==> config.mk <==
export PLATFORM = sky130hd
export DESIGN_NAME = rrip_age_update_victim_select
export DESIGN_NICKNAME = d
export VERILOG_FILES = /design/src/rtl/core/rrip_avs_pkg.sv /design/src/rtl/core/rrip_avs_calc.sv /design/src/rtl/core/rrip_age_update_victim_select.sv
export SDC_FILE = /design/constraint.sdc
export NUM_CORES = 2
export LEC_CHECK = 0
export ABC_AREA = 1
export BUFFER_PORTS_ARGS = -buffer_cell sky130_fd_sc_hd__buf_2
export CORE_MARGIN = 1
export CORE_UTILIZATION = 39
export CTS_BUF_LIST = sky130_fd_sc_hd__clkbuf_2
export CTS_CLUSTER_SIZE = 16
export DETAILED_ROUTE_END_ITERATION = 8
export GPL_ROUTABILITY_DRIVEN = 0
export PLACE_DENSITY = 0.64
export SLEW_MARGIN = 40
export SYNTH_ARGS = -nofsm -noshare
export SYNTH_HDL_FRONTEND = slang
export SYNTH_HIERARCHICAL = 1
export SYNTH_SLANG_ARGS = --single-unit
==> constraint.sdc <==
create_clock -name i_clk -period 16.35 [get_ports i_clk]
set_input_delay 0.8175 -clock i_clk [delete_from_list [all_inputs] [get_ports i_clk]]
set_output_delay 0.8175 -clock i_clk [all_outputs]
set_load 0.05 [all_outputs]
==> src/rtl/core/rrip_avs_pkg.sv <==
// Shared constants, types and request/result records for the RRIP age keeper.
`default_nettype none

package rrip_avs_pkg;

    localparam int WAYS  = 16;
    localparam int SETS  = 64;

    localparam int AGE_W     = 3;
    localparam int SET_IDX_W = 6;
    localparam int WAY_IDX_W = 4;
    localparam int ROW_W     = WAYS * AGE_W;

    // Only SET_IDX_W bits of set number reach the block, so rows past 64 are never used.
    localparam int MEM_DEPTH = (SETS > (1 << SET_IDX_W)) ? (1 << SET_IDX_W) : SETS;
    localparam int SET_W     = (MEM_DEPTH > 1) ? $clog2(MEM_DEPTH) : 1;

    localparam logic [AGE_W-1:0] AGE_AVERSE   = 3'd7;
    localparam logic [AGE_W-1:0] AGE_FRIENDLY = 3'd0;
    localparam logic [AGE_W-1:0] AGE_SAT      = 3'd6;

    localparam logic REQ_VICTIM = 1'b0;
    localparam logic REQ_UPDATE = 1'b1;

    typedef logic [ROW_W-1:0] t_row;

    typedef struct packed {
        logic                 req_type;
        logic [SET_IDX_W-1:0] set_index;
        logic [WAY_IDX_W-1:0] way;
        logic                 averse;
        logic                 is_hit;
    } t_req;

    typedef struct packed {
        logic                 wr_en;
        t_row                 row;
        logic [WAY_IDX_W-1:0] victim_way;
        logic [AGE_W-1:0]     victim_age;
    } t_calc;

endpackage

`default_nettype wire

==> src/rtl/core/rrip_avs_calc.sv <==
// Combinational age update and victim search over one set's age row.
`default_nettype none

module rrip_avs_calc (
    input  rrip_avs_pkg::t_req  i_req,
    input  rrip_avs_pkg::t_row  i_row,
    output rrip_avs_pkg::t_calc o_res
);
    import rrip_avs_pkg::*;

    logic                 set_ok;
    logic                 way_ok;
    logic [7:0]           age_seen;
    logic [AGE_W-1:0]     max_age;
    logic [WAYS-1:0]      at_max;
    logic [WAY_IDX_W-1:0] vway;
    t_row                 new_row;
    logic [AGE_W-1:0]     age_i;

    assign set_ok = int'(i_req.set_index) < SETS;
    assign way_ok = int'(i_req.way) < WAYS;

    always_comb begin
        new_row = i_row;
        for (int i = 0; i < WAYS; i++) begin
            age_i = i_row[i*AGE_W +: AGE_W];
            if (i == int'(i_req.way)) begin
                new_row[i*AGE_W +: AGE_W] = i_req.averse ? AGE_AVERSE : AGE_FRIENDLY;
            end else if (!i_req.averse && !i_req.is_hit && (age_i < AGE_SAT)) begin
                new_row[i*AGE_W +: AGE_W] = age_i + 3'd1;
            end
        end
    end

    // Find the highest age present, then the lowest way holding it.
    always_comb begin
        age_seen = '0;
        for (int i = 0; i < WAYS; i++) begin
            age_seen[i_row[i*AGE_W +: AGE_W]] = 1'b1;
        end
        max_age = '0;
        for (int a = 0; a < 8; a++) begin
            if (age_seen[a]) begin
                max_age = AGE_W'(a);
            end
        end
        for (int i = 0; i < WAYS; i++) begin
            at_max[i] = (i_row[i*AGE_W +: AGE_W] == max_age);
        end
        vway = '0;
        for (int i = WAYS - 1; i >= 0; i--) begin
            if (at_max[i]) begin
                vway = WAY_IDX_W'(i);
            end
        end
    end

    always_comb begin
        o_res.wr_en      = (i_req.req_type == REQ_UPDATE) && set_ok && way_ok;
        o_res.row        = new_row;
        o_res.victim_way = '0;
        o_res.victim_age = '0;
        if ((i_req.req_type == REQ_VICTIM) && set_ok) begin
            o_res.victim_way = vway;
            o_res.victim_age = max_age;
        end
    end

endmodule

`default_nettype wire

==> src/rtl/core/rrip_age_update_victim_select.sv <==
// Top level: age row memory, request pipeline and result register.
`default_nettype none

// RRIP re-reference age keeper. Each transaction is either a victim query
// (returns the lowest way holding the highest age in the set) or an age update
// (returns zeros). One transaction is accepted per cycle while o_stall is low.
// The first stage reads the set's age row from the single read/write row
// memory into a register; the second updates it or searches it and loads the
// result register. A back-to-back update of the same set is forwarded around
// the memory. Reset clears all ages at once through per-set valid flags, so no
// clearing pass is needed and the block takes requests right after reset.
module rrip_age_update_victim_select (
    input  wire                                   i_clk,
    input  wire                                   i_rst_n,
    input  wire                                   i_valid,
    output logic                                  o_stall,
    input  wire                                   i_req_type,
    input  wire  [rrip_avs_pkg::SET_IDX_W-1:0]    i_set_index,
    input  wire  [rrip_avs_pkg::WAY_IDX_W-1:0]    i_way,
    input  wire                                   i_averse,
    input  wire                                   i_is_hit,
    output logic                                  o_valid,
    input  wire                                   i_stall,
    output logic [rrip_avs_pkg::WAY_IDX_W-1:0]    o_victim_way,
    output logic [rrip_avs_pkg::AGE_W-1:0]        o_victim_age
);
    import rrip_avs_pkg::*;

    t_row                 r_mem [MEM_DEPTH];
    logic [MEM_DEPTH-1:0] r_row_vld;
    t_row                 r_rd_data;
    logic                 r_rd_vld;
    logic                 r_fwd;
    t_row                 r_fwd_row;

    logic                 r_s1_vld;
    t_req                 r_s1;
    logic                 r_out_vld;
    logic [WAY_IDX_W-1:0] r_out_way;
    logic [AGE_W-1:0]     r_out_age;

    logic                 adv;
    logic                 wr;
    logic [SET_W-1:0]     rd_addr;
    logic [SET_W-1:0]     wr_addr;
    logic                 rd_ok;
    t_row                 row_cur;
    t_calc                res;

    assign adv     = !r_out_vld || !i_stall;
    assign o_stall = !adv;
    assign rd_addr = i_set_index[SET_W-1:0];
    assign wr_addr = r_s1.set_index[SET_W-1:0];
    assign rd_ok   = int'(i_set_index) < MEM_DEPTH;
    assign row_cur = r_fwd ? r_fwd_row : (r_rd_vld ? r_rd_data : '0);
    assign wr      = r_s1_vld && adv && res.wr_en;

    rrip_avs_calc u_calc (
        .i_req (r_s1),
        .i_row (row_cur),
        .o_res (res)
    );

    always_ff @(posedge i_clk) begin
        if (adv) begin
            r_rd_data <= r_mem[rd_addr];
        end
        if (wr) begin
            r_mem[wr_addr] <= res.row;
        end
    end

    always_ff @(posedge i_clk) begin
        if (!i_rst_n) begin
            r_s1_vld  <= 1'b0;
            r_out_vld <= 1'b0;
            r_row_vld <= '0;
            r_fwd     <= 1'b0;
            r_rd_vld  <= 1'b0;
        end else begin
            if (wr) begin
                r_row_vld[wr_addr] <= 1'b1;
            end
            if (adv) begin
                r_s1_vld  <= i_valid;
                r_out_vld <= r_s1_vld;
                r_rd_vld  <= rd_ok && r_row_vld[rd_addr];
                // Catch the row being written on the same edge as this read.
                r_fwd     <= wr && (wr_addr == rd_addr);
            end
        end
    end

    always_ff @(posedge i_clk) begin
        if (adv) begin
            r_s1      <= '{req_type:     i_req_type,
                           set_index:    i_set_index,
                           way:          i_way,
                           averse:       i_averse,
                           is_hit:       i_is_hit};
            r_fwd_row <= res.row;
            r_out_way <= res.victim_way;
            r_out_age <= res.victim_age;
        end
    end

    assign o_valid      = r_out_vld;
    assign o_victim_way = r_out_way;
    assign o_victim_age = r_out_age;

endmodule

`default_nettype wire
==> impl_metrics.tcl <==
set metrics [dict create \
    synth_top_area_frac 0.7329 \
    cts_setup_buffers 0 \
    slew_violations 0 \
    drtIter0Drc 12460 \
    r2r-start "r_fwd" \
    clock_skew_ns 0.2421 \
    clk_pin_slew_worst_paths_ns 0.12 \
    synth_cells 10630 \
    setup_viol 0 \
    cts_buffer_depth 4 \
    yosys.area.top_type "edfxtp_1" \
    cts_sinks 3256 \
    leakage_uw 0.04906 \
    io_buffers 25 \
    die_area_um2 337200 \
    synth_top_family_by_area "simple AND/OR/NAND/NOR gates" \
    synth_xor_area_frac 0.002280 \
    grt_use_total 0.2344 \
    area.growth.synth_to_final_pct 10.24 \
    syn-cell-area_um2 130600 \
    die_w_um 580.7 \
    outcome "finished clean" \
    rsz0062_at_grt "false" \
    synth_nets 10660 \
    slew_headroom 0.3513 \
    yosysWarnings 6 \
    grt_pass1_wl_mm 585.2 \
    netlist_top_cells_area "edfxtp_1 73%, o21ai_0 5.5%, nor2_1 5.0%" \
    grt_max_degree 205 \
    fin_nets 10990 \
    setup_tns_ns 0 \
    yosysSeqAreaShare 0.7433 \
    r2r_slack_ns 11.47 \
    powerDensity_nw_per_um2 112.2 \
    drive_gt1_frac 0.1372 \
    finalCriticalPeriod_ns 4.876 \
    seq_area_um2 97100 \
    drtPass1Iterations 9 \
    finalHoldViolCount 0 \
    final_cells 15940 \
    n_fill_cell 30210 \
    dieHeight_um 580.7 \
    synth_fa_ha_area_frac 0.001533 \
    min_to "wr_addr[0]" \
    start_util 0.3918 \
    cp.required_ns 18.09 \
    timing.hold.ws_ns 0.1281 \
    synth_compound_area_frac 0.09921 \
    antenna_found_initial 34 \
    critPathMaxFanout 28 \
    yosysUniqueCellTypes 41 \
    cp-end-kind "flip-flop" \
    tightest_slew_ns 0.9731 \
    final_util 0.4319 \
    synth_mux_area_frac 0 \
    power_uw 16160 \
    cts_tree "done" \
    insertion_delay_ns 2.01 \
    core.rowCount 212 \
    detailroute.via_count 92620 \
    cts_max_level 6 \
    hp-class "input pin to flip-flop" \
    cts_inserted_buffers 761 \
    grt_pass1_vias 88730 \
    path_class "flip-flop to flip-flop" \
    overflow 0 \
    synthSimpleGateAreaFrac 0.1254 \
    ys_seq_elements 3256 \
    vdd_drop_max_uv 54.39 \
    clockRootBuffer "clkbuf_2" \
    max_freq_mhz 205.1 \
    finalWirelength_mm 409.8 \
    dp.cells 14540 \
    dp_hpwl_mm 208.3 \
    wl_per_cell_um 25.71 \
    r2r_end "o_victim_way[0]" \
    drc 0 \
    critPathArrivalTime_ns 6.62 \
    core-area_um2 333400 \
    pin_count 26 \
    hp-start "i_set_index[0]" \
    reg2regPathDepth 26 \
    synth_area_per_cell_um2 12.29 \
    min_period_over_period 0.2982 \
    cap_violations 0 \
    detail-route-antenna-nets 0 \
    multi_input_area_um2 30780 \
    hold_depth 3 \
    via_per_inst 5.810 \
    start_kind "flip-flop" \
]
-- routing by layer --
| metal | share of wire | GRT usage | vias to the layer above |
|---|---|---|---|
| met5 | 0.00020 | 0 | - |
| met4 | 0.049 | 0.1169 | 12 |
| met3 | 0.12 | 0.05572 | 928 |
| met2 | 0.45 | 0.3651 | 5971 |
| met1 | 0.38 | 0.3074 | 45840 |
| li1 | - | - | 39870 |
-- cells in the final DEF, fill, tap and decap left out, types with 6 or more instances in the layout --
master         count
dfxtp_1           66
buf_16            14
xor2_1            31
dlygate4sd3_1     26
buf_4            115
o221ai_1           8
inv_6              6
nor2_4            68
nor3_1             9
inv_1            115
clkinvlp_4        10
ha_1              16
inv_2             44
buf_2             20
a21oi_1           52
o21ai_4           18
clkinv_2          23
nand2_1         1473
clkbuf_2        1082
o21ai_0         1417
nand3_1          791
diode_2           14
edfxtp_1        3188
o31ai_4           14
o21ai_1          106
o22ai_1          751
nand2_2           17
buf_6             78
nand4_1           10
nor2_1          1689
buf_8             12
buf_12            18
clkinv_1         193
bufinv_16         15
-- cells in the mapped netlist --
cell type	count
edfxtp_1	3188
nor2_1	1754
nand2_1	1490
o21ai_0	1435
nand3_1	793
o22ai_1	751
clkbuf_1	422
buf_2	226
inv_1	118
o21ai_1	106
dfxtp_1	68
a21oi_1	52
buf_1	44
inv_2	33
xor2_1	31
o31ai_1	18
buf_4	17
ha_1	16
nand4_1	10
nor3_1	9
buf_6	8
o221ai_1	8
nor2_2	4
a31oi_1	3
nand2_2	3
nor2_4	3
xnor2_1	3
a21oi_2	2
a22oi_1	2
clkinv_2	2
a21boi_1	1
buf_8	1
clkbuf_2	1
clkinv_1	1
nand2_4	1
nand3_2	1
nor3_2	1
nor4_1	1
o2111ai_1	1
o221ai_2	1
or2_1	1
-- how the worst max path moves through the flow --
stage | end | start | depth (start not counted)
final | o_victim_way[0] | r_fwd | 26
after floorplan | r_mem[11][0] | i_stall | 5
after detailed placement | r_rd_data[8] | i_set_index[0] | 13
after global routing | o_victim_way[0] | r_fwd | 26
after global placement | r_rd_data[41] | i_set_index[0] | 13
after CTS | o_victim_way[0] | r_fwd | 26
-- power by group --
| part | total [uW] | internal (uW) | switching (uW) |
|---|---|---|---|
| sequential | 9410 | 9360 | 48.9 |
| clock | 5250 | 2030 | 3220 |
| combinational | 1500 | 328 | 1170 |
-- timing repair --
| action | 4_1_cts | 5_1_grt |
|---|---|---|
| gates resized for setup | 0 | 0 |
| hold endpoints to repair | 224 | 0 |
| hold buffers | 26 | 0 |
| endpoints found under the setup margin | 0 | 0 |
-- flip-flops by register name, indices dropped and copies added, names as in the netlist --
register      flops
r_s1              7
r_rd_data        48
r_row_vld        64
r_mem          3072
r_fwd_row        48
r_s1_vld          1
r_fwd             1
o_victim_age      3
wr_addr           6
r_rd_vld          1
o_valid           1
o_victim_way      4
-- critical path, cell delays in order (launching register included) --
cell,delay (ns)
dfxtp_2,0.33
inv_2,0.45
buf_4,0.47
nand3_1,0.25
nand2_1,0.36
o22ai_1,0.15
nor2_1,0.27
nand4_1,0.15
nor2_2,0.17
nand2_1,0.11
nor2_4,0.41
inv_2,0.13
a22oi_1,0.18
nand2_1,0.16
nand2_1,0.10
nand2_1,0.05
nand2_1,0.06
nand2_1,0.05
nand2_1,0.06
nand2_1,0.05
nand2_1,0.06
nand2_1,0.08
nand2_1,0.08
nand2_1,0.05
nand2_1,0.06
nand2_1,0.08
a21oi_2,0.30
-- cells by family (layout without fill, tap and decap cells) --
| group | Yosys count | count (layout) |
|---|---|---|
| compound gates | 2380 | 2380 |
| xor+xnor | 34 | 34 |
| fa+ha+maj | 16 | 16 |
| buf+inv | 873 | 1783 |
| flops | 3256 | 3256 |
| other cells | 0 | 14 |
| simple gates | 4071 | 4071 |
-- through the flow --
stage | worst slack (ns) | instance area [um2]
3_5_place_dp | 10.50 | 136500
5_1_grt | 11.31 | 144000
3_3_place_gp | 10.51 | 135700
6_report | 11.47 | 144000
2_1_floorplan | 9.559 | 130600
4_1_cts | 11.72 | 143700
-- cell type report --
type	instances	area share
multi-input cells	6501	0.2138
clock inverters	264	0.01056
repair buffers	283	0.02103
diodes	14	0.0002433
inverters	154	0.004405
flip-flops and latches	3256	0.6743
well taps	4387	0.03812
clock buffers	1082	0.03760
Note: power is estimated with default switching activity, not from simulation.
